`config.mk`:
```
export PLATFORM = sky130hd
export DESIGN_NAME = flipbook_frame_sequencer
export DESIGN_NICKNAME = d
export VERILOG_FILES = /design/src/design/ffs_pkg.sv /design/src/design/ffs_regs.sv /design/src/design/ffs_div.sv /design/src/design/flipbook_frame_sequencer.sv
export VERILOG_INCLUDE_DIRS = /design/src /design/src/design
export SDC_FILE = /design/constraint.sdc
export NUM_CORES = 1
export LEC_CHECK = 0
export BUFFER_PORTS_ARGS = -buffer_cell sky130_fd_sc_hd__buf_2
export CAP_MARGIN = 20
export CORE_ASPECT_RATIO = 0.6
export CORE_MARGIN = 2
export CORE_UTILIZATION = 67
export CTS_CLUSTER_DIAMETER = 30
export CTS_CLUSTER_SIZE = 16
export DETAILED_ROUTE_END_ITERATION = 6
export GPL_TIMING_DRIVEN = 0
export PLACE_DENSITY = 0.86
export SLEW_MARGIN = 10
export SYNTH_ARGS = -nofsm -noshare
export SYNTH_HDL_FRONTEND = slang
export SYNTH_SLANG_ARGS = --single-unit
export TNS_END_PERCENT = 100
```
`constraint.sdc`:
```
create_clock -name clk -period 14.6 [get_ports clk]
set_input_delay 1.46 -clock clk [delete_from_list [all_inputs] [get_ports clk]]
set_output_delay 1.46 -clock clk [all_outputs]
set_load 0.02 [all_outputs]
```
`src/design/flipbook_frame_sequencer_macros.svh`:
```
// assertion helpers for the flipbook_frame_sequencer module
`ifndef FLIPBOOK_FRAME_SEQUENCER_MACROS_SVH
`define FLIPBOOK_FRAME_SEQUENCER_MACROS_SVH

// same-cycle implication
`define FFS_ASSERT_IMPL(lbl, clk, rst_n, ante, cons, msg) \
  lbl: assert property (@(posedge clk) disable iff (!rst_n) (ante) |-> (cons)) \
    else $error(msg);

// next-cycle implication
`define FFS_ASSERT_NEXT(lbl, clk, rst_n, ante, cons, msg) \
  lbl: assert property (@(posedge clk) disable iff (!rst_n) (ante) |=> (cons)) \
    else $error(msg);

`endif

```
`src/design/ffs_pkg.sv`:
```
`timescale 1ns / 1ps

package ffs_pkg;

  localparam int FRAME_BITS   = 8;
  localparam int US_BITS      = 24;
  localparam int DELTA_BITS   = 16;
  localparam int ELAPSED_BITS = 32;
  localparam int DATA_BITS    = 32;
  localparam int ADDR_BITS    = 5;
  localparam int CNT_BITS     = $clog2(ELAPSED_BITS);
  // steps are saturated below 2^(FRAME_BITS+1), plus one
  localparam int STEP_BITS    = FRAME_BITS + 2;

  localparam logic [US_BITS-1:0] PERIOD_RESET = 24'd33333;

  // loop modes; the two unused codes behave as linear wrap
  localparam logic [1:0] LOOP_NONE = 2'd0;
  localparam logic [1:0] LOOP_PING = 2'd2;

  typedef enum logic [1:0] {
    CMD_TICK,
    CMD_START,
    CMD_STOP,
    CMD_SET
  } cmd_t;

  typedef enum logic [2:0] {
    REG_START_FRAME,
    REG_END_FRAME,
    REG_LOOP_START_FRAME,
    REG_LOOP_MODE,
    REG_FRAME_PERIOD,
    REG_START_DELAY,
    REG_LOOP_DELAY,
    REG_REVERSE_DELAY
  } reg_idx_t;

  typedef enum logic [2:0] {
    ST_IDLE,
    ST_EXEC,
    ST_CHECK,
    ST_DIV,
    ST_STEP,
    ST_FIN
  } state_t;

  typedef struct packed {
    logic [FRAME_BITS-1:0] start_frame;
    logic [FRAME_BITS-1:0] end_frame;
    logic [FRAME_BITS-1:0] loop_start_frame;
    logic [1:0]            loop_mode;
    logic [US_BITS-1:0]    frame_period;
    logic [US_BITS-1:0]    start_delay;
    logic [US_BITS-1:0]    loop_delay;
    logic [US_BITS-1:0]    reverse_delay;
  } cfg_t;

  typedef struct packed {
    logic                    start;
    logic [ELAPSED_BITS-1:0] dividend;
    logic [US_BITS-1:0]      divisor;
  } div_req_t;

  typedef struct packed {
    logic                    done;
    logic [ELAPSED_BITS-1:0] quotient;
  } div_rsp_t;

endpackage

```
`src/design/ffs_regs.sv`:
```
`timescale 1ns / 1ps

module ffs_regs (
  input  logic                             clk,
  input  logic                             rst_n,
  input  logic                             psel,
  input  logic                             penable,
  input  logic                             pwrite,
  input  logic [ffs_pkg::ADDR_BITS-1:0]    paddr,
  input  logic [ffs_pkg::DATA_BITS-1:0]    pwdata,
  output logic [ffs_pkg::DATA_BITS-1:0]    prdata,
  output logic                             pready,
  output ffs_pkg::cfg_t                    cfg,
  output logic                             mode_fwd
);

  ffs_pkg::cfg_t     cfg_r, cfg_nxt;
  ffs_pkg::reg_idx_t idx;
  logic              wr;

  assign idx    = ffs_pkg::reg_idx_t'(paddr[ffs_pkg::ADDR_BITS-1:2]);
  assign wr     = psel & penable & pwrite;
  assign pready = 1'b1;
  assign cfg    = cfg_r;

  // writing any loop mode other than ping-pong puts the direction back to forward
  assign mode_fwd = wr && (idx == ffs_pkg::REG_LOOP_MODE) &&
                    (pwdata[1:0] != ffs_pkg::LOOP_PING);

  always_comb begin
    cfg_nxt = cfg_r;
    if (wr) begin
      unique case (idx)
        ffs_pkg::REG_START_FRAME:
          cfg_nxt.start_frame = pwdata[ffs_pkg::FRAME_BITS-1:0];
        ffs_pkg::REG_END_FRAME:
          cfg_nxt.end_frame = pwdata[ffs_pkg::FRAME_BITS-1:0];
        ffs_pkg::REG_LOOP_START_FRAME:
          cfg_nxt.loop_start_frame = pwdata[ffs_pkg::FRAME_BITS-1:0];
        ffs_pkg::REG_LOOP_MODE:
          cfg_nxt.loop_mode = pwdata[1:0];
        ffs_pkg::REG_FRAME_PERIOD:
          cfg_nxt.frame_period = pwdata[ffs_pkg::US_BITS-1:0];
        ffs_pkg::REG_START_DELAY:
          cfg_nxt.start_delay = pwdata[ffs_pkg::US_BITS-1:0];
        ffs_pkg::REG_LOOP_DELAY:
          cfg_nxt.loop_delay = pwdata[ffs_pkg::US_BITS-1:0];
        ffs_pkg::REG_REVERSE_DELAY:
          cfg_nxt.reverse_delay = pwdata[ffs_pkg::US_BITS-1:0];
        default: cfg_nxt = cfg_r;
      endcase
    end
  end

  always_comb begin
    unique case (idx)
      ffs_pkg::REG_START_FRAME:
        prdata = ffs_pkg::DATA_BITS'(cfg_r.start_frame);
      ffs_pkg::REG_END_FRAME:
        prdata = ffs_pkg::DATA_BITS'(cfg_r.end_frame);
      ffs_pkg::REG_LOOP_START_FRAME:
        prdata = ffs_pkg::DATA_BITS'(cfg_r.loop_start_frame);
      ffs_pkg::REG_LOOP_MODE:
        prdata = ffs_pkg::DATA_BITS'(cfg_r.loop_mode);
      ffs_pkg::REG_FRAME_PERIOD:
        prdata = ffs_pkg::DATA_BITS'(cfg_r.frame_period);
      ffs_pkg::REG_START_DELAY:
        prdata = ffs_pkg::DATA_BITS'(cfg_r.start_delay);
      ffs_pkg::REG_LOOP_DELAY:
        prdata = ffs_pkg::DATA_BITS'(cfg_r.loop_delay);
      ffs_pkg::REG_REVERSE_DELAY:
        prdata = ffs_pkg::DATA_BITS'(cfg_r.reverse_delay);
      default: prdata = '0;
    endcase
  end

  always_ff @(posedge clk) begin
    if (!rst_n) begin
      cfg_r.start_frame      <= '0;
      cfg_r.end_frame        <= '0;
      cfg_r.loop_start_frame <= '0;
      cfg_r.loop_mode        <= ffs_pkg::LOOP_NONE;
      cfg_r.frame_period     <= ffs_pkg::PERIOD_RESET;
      cfg_r.start_delay      <= '0;
      cfg_r.loop_delay       <= '0;
      cfg_r.reverse_delay    <= '0;
    end else begin
      cfg_r <= cfg_nxt;
    end
  end

endmodule

```
`src/design/ffs_div.sv`:
```
`timescale 1ns / 1ps

// restoring divider, one quotient bit per cycle
module ffs_div (
  input  logic              clk,
  input  logic              rst_n,
  input  ffs_pkg::div_req_t req,
  output ffs_pkg::div_rsp_t rsp
);

  logic [ffs_pkg::ELAPSED_BITS-1:0] dvd_r, dvd_nxt;
  logic [ffs_pkg::US_BITS-1:0]      rem_r, rem_nxt;
  logic [ffs_pkg::US_BITS-1:0]      dvs_r, dvs_nxt;
  logic [ffs_pkg::CNT_BITS-1:0]     cnt_r, cnt_nxt;
  logic                             busy_r, busy_nxt;
  logic                             done_r, done_nxt;
  logic [ffs_pkg::US_BITS:0]        trial;
  logic [ffs_pkg::US_BITS+1:0]      diff;
  logic                             borrow;

  assign trial  = {rem_r, dvd_r[ffs_pkg::ELAPSED_BITS-1]};
  assign diff   = {1'b0, trial} - {2'b00, dvs_r};
  assign borrow = diff[ffs_pkg::US_BITS+1];

  always_comb begin
    dvd_nxt  = dvd_r;
    rem_nxt  = rem_r;
    dvs_nxt  = dvs_r;
    cnt_nxt  = cnt_r;
    busy_nxt = busy_r;
    done_nxt = 1'b0;
    if (req.start) begin
      dvd_nxt  = req.dividend;
      dvs_nxt  = req.divisor;
      rem_nxt  = '0;
      cnt_nxt  = ffs_pkg::CNT_BITS'(ffs_pkg::ELAPSED_BITS - 1);
      busy_nxt = 1'b1;
    end else if (busy_r) begin
      // remainder always stays below the divisor, so it fits the narrow width
      rem_nxt = borrow ? trial[ffs_pkg::US_BITS-1:0] : diff[ffs_pkg::US_BITS-1:0];
      dvd_nxt = {dvd_r[ffs_pkg::ELAPSED_BITS-2:0], ~borrow};
      cnt_nxt = cnt_r - 1'b1;
      if (cnt_r == '0) begin
        busy_nxt = 1'b0;
        done_nxt = 1'b1;
      end
    end
  end

  always_ff @(posedge clk) begin
    if (!rst_n) begin
      busy_r <= 1'b0;
      done_r <= 1'b0;
      cnt_r  <= '0;
    end else begin
      busy_r <= busy_nxt;
      done_r <= done_nxt;
      cnt_r  <= cnt_nxt;
    end
  end

  always_ff @(posedge clk) begin
    dvd_r <= dvd_nxt;
    rem_r <= rem_nxt;
    dvs_r <= dvs_nxt;
  end

  assign rsp.done     = done_r;
  assign rsp.quotient = dvd_r;

endmodule

```
`src/design/flipbook_frame_sequencer.sv`:
```
`timescale 1ns / 1ps
// channel   | handshake               | payload
// ----------+-------------------------+----------------------------------------------
// command   | in_valid / in_ready     | in_cmd, in_delta_time, in_frame_value
// result    | out_valid / out_ready   | out_frame_index, out_shown, out_playing
// registers | psel, penable, pwrite   | paddr, pwdata, prdata, pready
//
// one request at a time: start, stop, set and ticks while stopped pass through EXEC and FIN
// a running tick that steps no frame passes through EXEC, CHECK and FIN
// a tick that advances the frame goes through EXEC, CHECK, DIV, STEP and FIN, waiting in DIV for the serial divider
// rst_n is synchronous: stopped, frame 0, forward, period 33333
// a result held by out_ready low stalls the next result but not the next acceptance

module flipbook_frame_sequencer (
  input  logic                             clk,
  input  logic                             rst_n,
  input  logic                             in_valid,
  output logic                             in_ready,
  input  logic [1:0]                       in_cmd,
  input  logic [ffs_pkg::DELTA_BITS-1:0]   in_delta_time,
  input  logic [ffs_pkg::FRAME_BITS-1:0]   in_frame_value,
  output logic                             out_valid,
  input  logic                             out_ready,
  output logic [ffs_pkg::FRAME_BITS-1:0]   out_frame_index,
  output logic                             out_shown,
  output logic                             out_playing,
  input  logic                             psel,
  input  logic                             penable,
  input  logic                             pwrite,
  input  logic [ffs_pkg::ADDR_BITS-1:0]    paddr,
  input  logic [ffs_pkg::DATA_BITS-1:0]    pwdata,
  output logic [ffs_pkg::DATA_BITS-1:0]    prdata,
  output logic                             pready
);

`include "flipbook_frame_sequencer_macros.svh"

  localparam int FB = ffs_pkg::FRAME_BITS;
  localparam int EB = ffs_pkg::ELAPSED_BITS;
  localparam int UB = ffs_pkg::US_BITS;
  localparam int SB = ffs_pkg::STEP_BITS;

  ffs_pkg::cfg_t     cfg;
  logic              mode_fwd;
  ffs_pkg::div_req_t div_req;
  ffs_pkg::div_rsp_t div_rsp;

  ffs_pkg::state_t   state_r, state_nxt;
  ffs_pkg::cmd_t     cmd_r, cmd_nxt;
  logic [ffs_pkg::DELTA_BITS-1:0] delta_r, delta_nxt;
  logic [FB-1:0]     fv_r, fv_nxt;
  logic [EB-1:0]     elapsed_r, elapsed_nxt;
  logic [FB-1:0]     cur_r, cur_nxt;
  logic [FB-1:0]     prev_r, prev_nxt;
  logic              rev_r, rev_nxt;
  logic              running_r, running_nxt;
  logic              await_r, await_nxt;
  logic              shown_r, shown_nxt;
  logic [UB:0]       need_r, need_nxt;
  logic              out_valid_r, out_valid_nxt;
  logic [FB-1:0]     out_frame_r, out_frame_nxt;
  logic              out_shown_r, out_shown_nxt;
  logic              out_playing_r, out_playing_nxt;

  logic [UB-1:0]     period_eff;
  logic [UB-1:0]     hold;
  logic              intro;
  logic [EB:0]       sum;
  logic [EB-1:0]     sum_sat;
  logic [EB:0]       sd_diff;
  logic [EB:0]       need_diff;
  logic              go_div;
  logic              out_free;
  logic [FB:0]       qsat;
  logic [SB-1:0]     steps;
  logic [SB-1:0]     cur_ext;
  logic [SB-1:0]     end_ext;
  logic [SB-1:0]     ls_ext;
  logic [SB-1:0]     next_f;

  ffs_regs u_regs (
    .clk      (clk),
    .rst_n    (rst_n),
    .psel     (psel),
    .penable  (penable),
    .pwrite   (pwrite),
    .paddr    (paddr),
    .pwdata   (pwdata),
    .prdata   (prdata),
    .pready   (pready),
    .cfg      (cfg),
    .mode_fwd (mode_fwd)
  );

  ffs_div u_div (
    .clk   (clk),
    .rst_n (rst_n),
    .req   (div_req),
    .rsp   (div_rsp)
  );

  assign period_eff = (cfg.frame_period == '0) ? UB'(1) : cfg.frame_period;

  // the loop start frame is not held while the intro runs up into it
  assign intro = (prev_r < cur_r) && (cfg.start_frame != cfg.loop_start_frame);

  always_comb begin
    hold = '0;
    if (cfg.loop_mode != ffs_pkg::LOOP_NONE) begin
      if (cur_r == cfg.loop_start_frame && !intro) begin
        hold = cfg.loop_delay;
      end else if (cfg.loop_mode == ffs_pkg::LOOP_PING && cur_r == cfg.end_frame && rev_r) begin
        hold = cfg.reverse_delay;
      end
    end
  end

  assign sum       = {1'b0, elapsed_r} + (EB + 1)'(delta_r);
  assign sum_sat   = sum[EB] ? '1 : sum[EB-1:0];
  assign sd_diff   = {1'b0, elapsed_r} - (EB + 1)'(cfg.start_delay);
  assign need_diff = {1'b0, elapsed_r} - (EB + 1)'(need_r);
  assign go_div    = (state_r == ffs_pkg::ST_CHECK) && !await_r && !need_diff[EB];
  assign out_free  = !out_valid_r || out_ready;

  // any quotient past twice the frame range lands on the same end case
  assign qsat    = (|div_rsp.quotient[EB-1:FB+1]) ? '1 : div_rsp.quotient[FB:0];
  assign steps   = {1'b0, qsat} + SB'(1);
  assign cur_ext = SB'(cur_r);
  assign end_ext = SB'(cfg.end_frame);
  assign ls_ext  = SB'(cfg.loop_start_frame);

  always_comb begin
    if (rev_r) begin
      next_f = (steps >= cur_ext) ? '0 : cur_ext - steps;
    end else begin
      next_f = cur_ext + steps;
    end
  end

  // next state
  always_comb begin
    state_nxt = state_r;
    unique case (state_r)
      ffs_pkg::ST_IDLE:
        if (in_valid) state_nxt = ffs_pkg::ST_EXEC;
      ffs_pkg::ST_EXEC:
        if (cmd_r == ffs_pkg::CMD_TICK && running_r) state_nxt = ffs_pkg::ST_CHECK;
        else state_nxt = ffs_pkg::ST_FIN;
      ffs_pkg::ST_CHECK:
        if (go_div) state_nxt = ffs_pkg::ST_DIV;
        else state_nxt = ffs_pkg::ST_FIN;
      ffs_pkg::ST_DIV:
        if (div_rsp.done) state_nxt = ffs_pkg::ST_STEP;
      ffs_pkg::ST_STEP:
        state_nxt = ffs_pkg::ST_FIN;
      ffs_pkg::ST_FIN:
        if (out_free) state_nxt = ffs_pkg::ST_IDLE;
      default: state_nxt = ffs_pkg::ST_IDLE;
    endcase
  end

  // state outputs
  always_comb begin
    in_ready         = (state_r == ffs_pkg::ST_IDLE);
    div_req.start    = go_div;
    div_req.dividend = need_diff[EB-1:0];
    div_req.divisor  = period_eff;
  end

  // datapath
  always_comb begin
    cmd_nxt         = cmd_r;
    delta_nxt       = delta_r;
    fv_nxt          = fv_r;
    elapsed_nxt     = elapsed_r;
    cur_nxt         = cur_r;
    prev_nxt        = prev_r;
    rev_nxt         = rev_r;
    running_nxt     = running_r;
    await_nxt       = await_r;
    shown_nxt       = shown_r;
    need_nxt        = need_r;
    out_valid_nxt   = out_valid_r && !out_ready;
    out_frame_nxt   = out_frame_r;
    out_shown_nxt   = out_shown_r;
    out_playing_nxt = out_playing_r;

    if (mode_fwd) rev_nxt = 1'b0;

    case (state_r)
      ffs_pkg::ST_IDLE: begin
        if (in_valid) begin
          cmd_nxt   = ffs_pkg::cmd_t'(in_cmd);
          delta_nxt = in_delta_time;
          fv_nxt    = in_frame_value;
        end
      end
      ffs_pkg::ST_EXEC: begin
        shown_nxt = 1'b0;
        need_nxt  = {1'b0, period_eff} + {1'b0, hold};
        unique case (cmd_r)
          ffs_pkg::CMD_TICK: begin
            if (running_r) elapsed_nxt = sum_sat;
          end
          ffs_pkg::CMD_START: begin
            cur_nxt     = cfg.start_frame;
            rev_nxt     = 1'b0;
            running_nxt = 1'b1;
            elapsed_nxt = '0;
            await_nxt   = (cfg.start_delay != '0);
            shown_nxt   = (cfg.start_delay == '0);
          end
          ffs_pkg::CMD_STOP: begin
            running_nxt = 1'b0;
          end
          ffs_pkg::CMD_SET: begin
            if (fv_r >= cfg.start_frame && fv_r <= cfg.end_frame) begin
              cur_nxt   = fv_r;
              shown_nxt = 1'b1;
              if (running_r) elapsed_nxt = '0;
            end
          end
          default: shown_nxt = 1'b0;
        endcase
      end
      ffs_pkg::ST_CHECK: begin
        if (await_r && !sd_diff[EB]) begin
          await_nxt   = 1'b0;
          elapsed_nxt = '0;
          shown_nxt   = 1'b1;
        end
      end
      ffs_pkg::ST_STEP: begin
        prev_nxt    = cur_r;
        elapsed_nxt = '0;
        shown_nxt   = 1'b1;
        if (cfg.loop_mode == ffs_pkg::LOOP_NONE) begin
          if (next_f > end_ext) begin
            cur_nxt     = cfg.end_frame;
            running_nxt = 1'b0;
          end else begin
            cur_nxt = next_f[FB-1:0];
          end
        end else if (cfg.loop_mode == ffs_pkg::LOOP_PING) begin
          if (!rev_r && next_f >= end_ext) begin
            rev_nxt = 1'b1;
            cur_nxt = cfg.end_frame;
          end else if (rev_r && next_f <= ls_ext) begin
            rev_nxt = 1'b0;
            cur_nxt = cfg.loop_start_frame;
          end else begin
            cur_nxt = next_f[FB-1:0];
          end
        end else begin
          cur_nxt = (next_f > end_ext) ? cfg.loop_start_frame : next_f[FB-1:0];
        end
      end
      ffs_pkg::ST_FIN: begin
        if (out_free) begin
          out_valid_nxt   = 1'b1;
          out_frame_nxt   = cur_r;
          out_shown_nxt   = shown_r;
          out_playing_nxt = running_r;
        end
      end
      default: begin
        out_valid_nxt = out_valid_r && !out_ready;
      end
    endcase
  end

  always_ff @(posedge clk) begin
    if (!rst_n) begin
      state_r     <= ffs_pkg::ST_IDLE;
      elapsed_r   <= '0;
      cur_r       <= '0;
      prev_r      <= '0;
      rev_r       <= 1'b0;
      running_r   <= 1'b0;
      await_r     <= 1'b0;
      shown_r     <= 1'b0;
      out_valid_r <= 1'b0;
    end else begin
      state_r     <= state_nxt;
      elapsed_r   <= elapsed_nxt;
      cur_r       <= cur_nxt;
      prev_r      <= prev_nxt;
      rev_r       <= rev_nxt;
      running_r   <= running_nxt;
      await_r     <= await_nxt;
      shown_r     <= shown_nxt;
      out_valid_r <= out_valid_nxt;
    end
  end

  always_ff @(posedge clk) begin
    cmd_r         <= cmd_nxt;
    delta_r       <= delta_nxt;
    fv_r          <= fv_nxt;
    need_r        <= need_nxt;
    out_frame_r   <= out_frame_nxt;
    out_shown_r   <= out_shown_nxt;
    out_playing_r <= out_playing_nxt;
  end

  assign out_valid       = out_valid_r;
  assign out_frame_index = out_frame_r;
  assign out_shown       = out_shown_r;
  assign out_playing     = out_playing_r;

  `FFS_ASSERT_IMPL(a_div_done_in_div, clk, rst_n, div_rsp.done, state_r == ffs_pkg::ST_DIV, "divider finished outside the division state")
  `FFS_ASSERT_NEXT(a_step_clears_elapsed, clk, rst_n, state_r == ffs_pkg::ST_STEP, elapsed_r == '0 && shown_r, "frame step left elapsed time or shown flag wrong")
  `FFS_ASSERT_NEXT(a_fin_waits_for_slot, clk, rst_n, state_r == ffs_pkg::ST_FIN && out_valid_r && !out_ready, state_r == ffs_pkg::ST_FIN && out_valid_r, "pending result dropped while output stalled")

endmodule
```
# After elaboration in Yosys (flattened, before gate mapping)
# Index checks and enable logic that the tools add are counted.
# word_totals
register_bits,326
inputBits,70
# classes
n_reduce_logical,53
muxes,59
n_addsub,9
n_eq_ne,33
magnitude_cmp,7
bitwise,5
# ops
cell,n
32-bit case mux with 8 select lines,1
32-bit 2-to-1 mux,7
32-bit case mux with 3 select lines,2
24-bit 2-to-1 mux,5
8-bit 2-to-1 mux,7
24-bit logical NOT,2
32-bit by 16-bit adder with 33-bit output,1
32-bit by 24-bit subtractor with 33-bit output,1
32-bit by 25-bit subtractor with 33-bit output,1
8-bit case mux with 2 select lines,2
25-bit by 24-bit subtractor with 26-bit output,1
24-bit by 24-bit adder with 25-bit output,1
24-bit nonzero test,1
23-bit OR reduction,1
2-bit AND reduction,11
10-bit by 8-bit >= comparator with 1-bit output,2
10-bit 2-to-1 mux,2
3-bit == test (second input constant),6
1-bit 2-to-1 mux,18
3-bit case mux with 6 select lines,1
8-bit == test,2
3-bit 2-to-1 mux,5
1-bit logical AND,14
3-bit by 2-bit == test with 1-bit output (second input constant),4
36 further kinds,68

# Depth between registers and ports, before layout
# Gate-level depths: netlist of run 1.
# depth
ltp_word,13
depth_mapped,30
ltp_nobuf,27

# Cells and area by module
# A second synthesis of run 1 with hierarchy kept.
# hier_totals
hier_cells,2502
area_unflattened_um2,22017.4
# modules_own_cells
mod,cells_each,area_each_um2,seq_area_each_um2,instances
flipbook_frame_sequencer,1458,11753.8,2952.8,1
ffs_regs,609,5474.0,2442.3,1
ffs_div,435,4789.6,2302.2,1

# Worst setup path after synthesis of run 1
# OpenSTA, ideal clock, no wires.
# synth_timing
path_kind,register to register
from,reg u_div.dvd_r[31] (netlist name)
to,reg cur_r[4]
path_stages_with_launch,29
arrival_ns,5.686
setup_time_ns,0.129
slack_ns,8.785
n_path_buf,3
t_required_ns,14.471
path_cell_list,edfxtp_1 > nor4_2 > and4_4 > nand2_4 > nor2_1 > inv_1 > ha_1 > buf_2 > nand2_1 > o311ai_0 > ha_1 > clkbuf_1 > nor2_1 > and4b_1 > or4_4 > a211o_1 > o32a_1 > inv_1 > ha_1 > o21ai_0 > a21oi_1 > nor4_1 > o22ai_1 > or3_1 > buf_6 > mux2i_1 > o32ai_1 > a2111oi_0 > o21ai_1
# synth_via
elab_chain_cells,13
# synth_rtl
element,line,rtl
"start, declared",ffs_div.sv:11,"logic [ffs_pkg::ELAPSED_BITS-1:0] dvd_r, dvd_nxt;"
"start signal, assigned",ffs_div.sv:63,dvd_r <= dvd_nxt;
23-bit OR reduction (*),flipbook_frame_sequencer.sv:126,assign qsat = (|div_rsp.quotient[EB-1:FB+1]) ? '1 : div_rsp.quotient[FB:0];
9-bit 2-to-1 mux (*),flipbook_frame_sequencer.sv:126,
9-bit by 1-bit adder with 10-bit output (*),flipbook_frame_sequencer.sv:127,"assign steps = {1'b0, qsat} + SB'(1);"
8-bit by 10-bit subtractor with 10-bit output / 10-bit by 8-bit >= comparator with 1-bit output (equally long branches),flipbook_frame_sequencer.sv:134,next_f = (steps >= cur_ext) ? '0 : cur_ext - steps;
10-bit 2-to-1 mux,flipbook_frame_sequencer.sv:134,
10-bit 2-to-1 mux (*),flipbook_frame_sequencer.sv:133,if (rev_r) begin
10-bit by 8-bit <= comparator with 1-bit output,flipbook_frame_sequencer.sv:248,end else if (rev_r && next_f <= ls_ext) begin
1-bit logical AND,flipbook_frame_sequencer.sv:248,
8-bit 2-to-1 mux,flipbook_frame_sequencer.sv:248,
8-bit 2-to-1 mux,flipbook_frame_sequencer.sv:245,if (!rev_r && next_f >= end_ext) begin
8-bit 2-to-1 mux,flipbook_frame_sequencer.sv:244,end else if (cfg.loop_mode == ffs_pkg::LOOP_PING) begin
8-bit 2-to-1 mux (*),flipbook_frame_sequencer.sv:237,if (cfg.loop_mode == ffs_pkg::LOOP_NONE) begin
8-bit case mux with 2 select lines (*),flipbook_frame_sequencer.sv:190,case (state_r)
"end signal, assigned",flipbook_frame_sequencer.sv:286,cur_r <= cur_nxt;
"end, declared",flipbook_frame_sequencer.sv:53,"logic [FB-1:0] cur_r, cur_nxt;"
# Mark *: on every way between the ends. The rest lies on a longest branch, timed or not.
# A chain may end at the register's enable or synchronous reset.

# Worst setup path after layout of run 1
# layout_timing
from,reg u_div.dvd_r[27] (netlist name)
to,reg cur_r[1]
# Same word-level chain as after synthesis.

==> flow_summary.yaml, run 1 <==
status:
  status: "complete, no violations"
route:
  firstDrtPassIters: 6
  drt_iter0_drc: 2902
  drc_errors: 0
  dr_total_vias: 20800
  top_layer: "met5"
  wl_per_cell_um: 23.3
  avgViaCountPerCell: 6.57
  wl_met2_um: 28300
  met1_length_um: 30700
  ant_nets: 0
  wl_met3_um: 12800
  routed_wl_um: 73900
die:
  die-area_sq_um: 34100
  initial_utilization_pct: 67.7
  die_y_um: 144
  die_x_um: 237
  ioPinCount: 115
  core_sq_um: 32200
  rows: 51
timing:
  period_needed_ns: 7.50
  relSlewSlack_pct: 17.3
  fmax_mhz: 133
  finalMaxSlewViolations: 0
  finalCritPeriodShare_pct: 51.4
  hold_viol: 0
  setup_ws_ns: 7.10
  setup_tns_ns: 0
  skew_ns: 0.0390
  rsz0062_at_grt: "no"
  finalSetupViolCount: 0
  tightest_slew_ns: 1.23
power:
  vdd.ir_drop.worst_mv: 0.0892
  p_leak_nw: 10.2
  power_mw: 2.60
  p_per_area_nw_per_um2: 105
grt:
  grt_pass1_vias: 18900
  grt_max_degree: 33
  antenna_found_initial: 4
  grt-ovfl-total: 0
  grt_pass1_wl_um: 110000
  groute.usage.overall_pct: 42.5
placed_design:
  hpwl_um: 56400
  place_ws_ns: 7.30
  port_buffers: 91
  place_congestion: 1.05
  post-place-cells: 3076
clocking:
  cts_setup_buffers: 0
  insertion_delay_ns: 0.60
  clkSinkCount: 326
  cts_buffer_depth: 3
  h-tree-depth: 2
  clkSlewWorstSetupHoldPaths_ns: 0.06
  postCtsHoldBufs: 0
  post_cts_resized: 0
  cts_tree: "done"
  root_buffer: "clkbuf_16"
  numCtsBuffers: 50
worst_setup_path:
  critPathBufInv: 5
  cp-startpoint: "u_div.dvd_r[27]"
  r2r_slack_ns: 7.10
  worstRegToRegCells: 28
  path_common_cell: "o21ai_0"
  cp.arrival_ns: 8.02
  reg2reg_to: "cur_r[1]"
  crit_slowest_cell: "o22ai_1"
  cp-end-kind: "flip-flop"
  crit_type: "flip-flop to flip-flop"
  reg2reg_from: "u_div.dvd_r[27]"
  crit_end: "cur_r[1]"
  crit_cells: 28
  slowest_delay_ns: 0.80
  critical_path.top_delay_family: "compound AO/OA/AOI/OAI gates"
  cp_max_fo: 10
  start_kind: "flip-flop"
  required_ns: 15.12
yosys:
  synth_top_area_share_pct: 19.2
  ys_ff_latch: 326
  synth_area_sq_um: 21800
  synth_top_cell_by_area: "dfxtp_1"
  seq_area_frac_synth_pct: 35.3
  syn_inst: 2551
  synth_area_leaders: "dfxtp_1 (19%), edfxtp_1 (16%), ha_1 (10%)"
  ys_async_sr_fraction_pct: 0
  ys_warn_count: 0
  synth_ff_type: "dfxtp_1"
  synth.avg_cell_area_sq_um: 8.56
  ys_types: 91
  synth-edff-count: 117
finish:
  finalNetCount: 2956
  areaGrowthSynthToFinish_pct: 13.3
  stdcell_count: 3171
  layout-drive-gt1-share_pct: 9.61
job:
  drv_cap: 0
min_path:
  hold_path.startpoint: "prev_r[1]"
  hold_class: "flip-flop to flip-flop"
how the worst min path moves through the flow:
stage	end	slack, ns	depth (start not counted)
after CTS	out_shown	0.48	0
after floorplan	out_shown	0.41	0
after global placement	prev_r[5]	0.46	2
after detailed placement	prev_r[5]	0.47	2
final	prev_r[1]	0.48	2
after global routing	out_shown	0.48	0
synthesized netlist by cell type (11+ instances only):
cell,n
and3_1,24
nor2b_1,60
inv_1,164
a211oi_1,26
mux2i_1,88
nor2_1,122
buf_2,13
a22oi_1,41
and2_1,15
nand2_1,419
a31oi_1,18
nand4_1,18
a22o_1,11
edfxtp_1,117
nor4_1,27
o22ai_1,11
a21boi_0,107
nand3_1,35
xnor2_1,72
xor2_1,42
a21oi_1,121
dfxtp_1,209
ha_1,176
nor3_1,46
o21ai_0,111
nand2b_1,34
clkbuf_1,125
o21a_1,31
a21o_1,49
o21bai_1,13
stage by stage:
step | util [%] | cell area [sq um] | hold slack (ns)
floorplan | - | 21900 | 0.409
finish | 76.7 | 24700 | 0.483
global placement | 70.9 | 22800 | 0.456
CTS | 76.7 | 24700 | 0.481
global route | 76.7 | 24700 | 0.478
detailed placement | 71.1 | 22900 | 0.470
report_power, final:
group	switching [mW]	total (mW)	internal, mW	leakage [nW]
clock network	0.512	1.30	0.788	0.883
registers	0.0253	0.987	0.962	2.71
logic	0.198	0.318	0.120	6.61
cell usage in the layout, fill, tap and decap left out, types with 49 or more instances in the layout:
master	n
nand2_1	419
dfxtp_1	209
ha_1	176
inv_1	164
clkbuf_1	125
a21oi_1	121
nor2_1	121
edfxtp_1	117
o21ai_0	111
a21boi_0	107
buf_2	104
mux2i_1	88
xnor2_1	72
nor2b_1	60
clkbuf_16	51
a21o_1	49
state kept, by name, indices dropped and copies added, names as in the netlist, 16 cells and up:
| signal | cells |
|---|---|
| u_div.rem_r | 24 |
| u_regs.cfg | 122 |
| u_div.dvd_r | 32 |
| u_div.dvs_r | 24 |
| elapsed_r | 32 |
| delta_r | 16 |
| need_r | 25 |
area by class of cell:
| type | count | area, sq um |
|---|---|---|
| Clock buffer | 53 | 1280 |
| Inverter | 168 | 631 |
| Clock inverter | 41 | 528 |
| Sequential cell | 326 | 7700 |
| Tap cell | 424 | 531 |
| Multi-Input combinational cell | 1913 | 12900 |
| Buffer | 151 | 641 |
| Antenna cell | 1 | 2.50 |
| Fill cell | 2290 | 7490 |
| Timing Repair Buffer | 94 | 510 |
cell families (layout without fill, tap and decap cells):
kind of cell | after synthesis | after routing | synth area share, %
other | 2 | 10 | 0.0344
AND/OR/NAND/NOR | 853 | 853 | 18.3
adder cells (fa/ha/maj) | 182 | 182 | 10.6
flip-flops | 326 | 326 | 35.3
multiplexers | 103 | 103 | 5.12
AO/OA/AOI/OAI | 652 | 652 | 20.3
XOR/XNOR | 114 | 114 | 4.57
buffers and inverters | 319 | 507 | 5.82
metal layers:
| layer | GRT usage, % | vias up |
|---|---|---|
| met1 | 62.3 | 9739 |
| met4 | 12.0 | 4 |
| li1 | - | 9331 |
| met2 | 58.1 | 1576 |
| met3 | 15.3 | 178 |
| met5 | 0 | - |
tightest hold or removal path, stage by stage (launching register included):
cell and delay, ns:
dfxtp_1 0.31, nand2_1 0.05, a21boi_0 0.07
Note: power is estimated with default switching activity, not from simulation.
==> run 2, diff against run 1 <==
--- a/config.mk
+++ b/config.mk
@@ -10,12 +10,12 @@
 export CAP_MARGIN = 20
 export CORE_ASPECT_RATIO = 0.6
 export CORE_MARGIN = 2
-export CORE_UTILIZATION = 67
+export CORE_UTILIZATION = 57
 export CTS_CLUSTER_DIAMETER = 30
 export CTS_CLUSTER_SIZE = 16
 export DETAILED_ROUTE_END_ITERATION = 6
 export GPL_TIMING_DRIVEN = 0
-export PLACE_DENSITY = 0.86
+export PLACE_DENSITY = 0.78
 export SLEW_MARGIN = 10
 export SYNTH_ARGS = -nofsm -noshare
 export SYNTH_HDL_FRONTEND = slang
==> constraint.sdc (replaced) <==
create_clock -name clk -period 6.9 [get_ports clk]
set_input_delay 0.69 -clock clk [delete_from_list [all_inputs] [get_ports clk]]
set_output_delay 0.69 -clock clk [all_outputs]
set_load 0.02 [all_outputs]
==> run 2 against run 1 <==
Compared with the run above:
- the flow now finishes with violations (design-rule violations)
- total power increased by 110%
- via count decreased by 2.2%
- clock skew decreased by 0.0046 ns
- sequential power increased by 110%
- die area increased by 17%
- cell count increased by 3.1%
- largest cell class unchanged
- clock power increased by 110%
- combinational power increased by 110%
- global-route usage decreased by 7.5 points
- sequential cell count unchanged
- design area increased by 0.81%
==> flow_summary.yaml, run 2 (synthesis results as in run 1) <==
clocking:
  clkSinkCount: 326
  cts_tree: "done"
  numCtsBuffers: 54
  cts_buffer_depth: 3
  h-tree-depth: 2
  insertion_delay_ns: 0.60
  root_buffer: "clkbuf_16"
  postCtsHoldBufs: 0
  clkSlewWorstSetupHoldPaths_ns: 0.06
die:
  ioPinCount: 115
  core_sq_um: 37700
  die-area_sq_um: 39900
  die_y_um: 156
  rows: 55
  die_x_um: 257
  initial_utilization_pct: 57.9
timing:
  whs_ns: 0.270
  relSlewSlack_pct: 21.2
  fmax_mhz: 150
  setup_ws_ns: 0.214
  finalMaxSlewViolations: 0
  finalSetupViolCount: 0
  finalCritPeriodShare_pct: 96.9
  tightest_slew_ns: 1.18
  skew_ns: 0.0344
  hold_viol: 0
  period_needed_ns: 6.69
min_path:
  hold_path.startpoint: "in_frame_value[5]"
  whs_endpoint: "fv_r[5]"
  min_delay_path_depth: 1
  hold_class: "input pin to flip-flop"
route:
  drc_errors: 2
  firstDrtPassIters: 7
  wl_per_cell_um: 21.9
  dr_total_vias: 20400
  drt_iter0_drc: 2938
  avgViaCountPerCell: 6.23
  ant_nets: 0
  routed_wl_um: 71500
worst_setup_path:
  start_kind: "flip-flop"
  r2r_slack_ns: 0.21
  required_ns: 7.34
  slowest_delay_ns: 0.47
  crit_slowest_cell: "edfxtp_1"
  cp-end-kind: "flip-flop"
  worstRegToRegCells: 26
  critPathBufInv: 4
  crit_cells: 26
  reg2reg_to: "cur_r[4]"
  reg2reg_from: "u_div.dvd_r[31]"
  critical_path.top_delay_family: "simple AND/OR/NAND/NOR gates"
  cp_max_fo: 10
  crit_type: "flip-flop to flip-flop"
  cp.arrival_ns: 7.13
finish:
  fin_area_sq_um: 24900
  layout-drive-gt1-share_pct: 10.3
  areaGrowthSynthToFinish_pct: 14.2
  most-common-layout-cells: "nand2_1 (419), dfxtp_1 (209), ha_1 (174)"
  largest_reg_flops: 122
  final_common_cell: "nand2_1"
  fillerInstances: 3088
  finalNetCount: 2962
power:
  power_mw: 5.48
  p_per_area_nw_per_um2: 220
  p_sw_share_pct: 28.1
  vdd.ir_drop.worst_mv: 0.212
  combinationalPowerShare_pct: 12.3
  p_int_mw: 3.94
  p_leak_nw: 10.2
  power_switching_mw: 1.54
  clkPwrFrac_pct: 49.5
  pwr-share-seq_pct: 38.2
grt:
  grt_pass1_vias: 18900
  grt-ovfl-total: 0
  antenna_found_initial: 1
  grt_pass1_wl_um: 109000
  groute.usage.overall_pct: 35.0
  grt_max_degree: 33
placed_design:
  port_buffers: 91
  hpwl_um: 55100
  placed_area_sq_um: 23000
  place_ws_ns: -0.322
  place_congestion: 1.02
status:
  violations: "design-rule violations"
  status: "finished with violations"
job:
  drv_cap: 0
-- run 2: worst max path at each step --
stage	startpoint	endpoint	slack [ns]
finish	u_div.dvd_r[31]	cur_r[4]	0.21
global route	u_div.dvd_r[31]	cur_r[4]	-0.008
CTS	u_div.dvd_r[31]	cur_r[4]	0.02
detailed placement	u_div.dvd_r[27]	cur_r[4]	-0.32
global placement	u_div.dvd_r[27]	cur_r[4]	-0.20
floorplan	u_div.dvd_r[31]	cur_r[4]	1.09
-- run 2: stage by stage --
stage | setup TNS, ns | std cells | utilization [%]
after floorplan | 0 | 2558 | -
after global placement | -0.864 | 3162 | 60.9
after detailed placement | -1.98 | 3165 | 61.0
after CTS | 0 | 3265 | 65.9
after global routing | -0.00777 | 3268 | 66.1
final | 0 | 3270 | 66.1
-- run 2: layout make-up --
cell class | count | area, sq um | share of cell area, %
Timing Repair Buffer | 99 | 518 | 2.08
Sequential cell | 326 | 7700 | 30.9
Multi-Input combinational cell | 1913 | 13000 | 52.0
Antenna cell | 2 | 5.00 | 0.0201
Tap cell | 513 | 642 | 2.57
Clock buffer | 61 | 1440 | 5.77
Buffer | 148 | 629 | 2.52
Inverter | 168 | 631 | 2.53
Clock inverter | 40 | 394 | 1.58
-- run 2: routing by layer --
| layer | global-route usage, % | wire (um) | vias to the layer above |
|---|---|---|---|
| met1 | 52.8 | 32000 | 9690 |
| met3 | 9.75 | 9930 | 135 |
| met4 | 8.80 | 1650 | 0 |
| li1 | - | - | 9366 |
| met2 | 48.7 | 27900 | 1183 |
| met5 | 0 | 0 | - |
-- run 2: power by group through the flow --
stage / logic (mW) / clock network (mW) / registers (mW)
after CTS: 0.649 / 2.72 / 2.09
after global routing: 0.725 / 2.81 / 2.09
after detailed placement: 0.642 / 0 / 2.13
after floorplan: 0.458 / 0 / 2.10
after global placement: 0.618 / 0 / 2.13
final: 0.673 / 2.71 / 2.09
-- run 2: repair_timing --
| item | CTS | global route |
|---|---|---|
| gates resized for setup | 5 | 11 |
| pin swaps | 0 | 1 |
| setup endpoints to repair | 9 | 11 |
| hold endpoints to repair | 0 | 0 |
| buffers inserted | 0 | 2 |
-- run 2: worst register-to-register path: cells and delay by family (launching register included) --
| family | cells | cell delay, ns |
|---|---|---|
| buf+inv | 4 | 0.63 |
| mux | 1 | 0.16 |
| simple gates | 9 | 2.42 |
| fa+ha+maj | 3 | 0.79 |
| flops | 1 | 0.47 |
| compound gates | 9 | 2.09 |
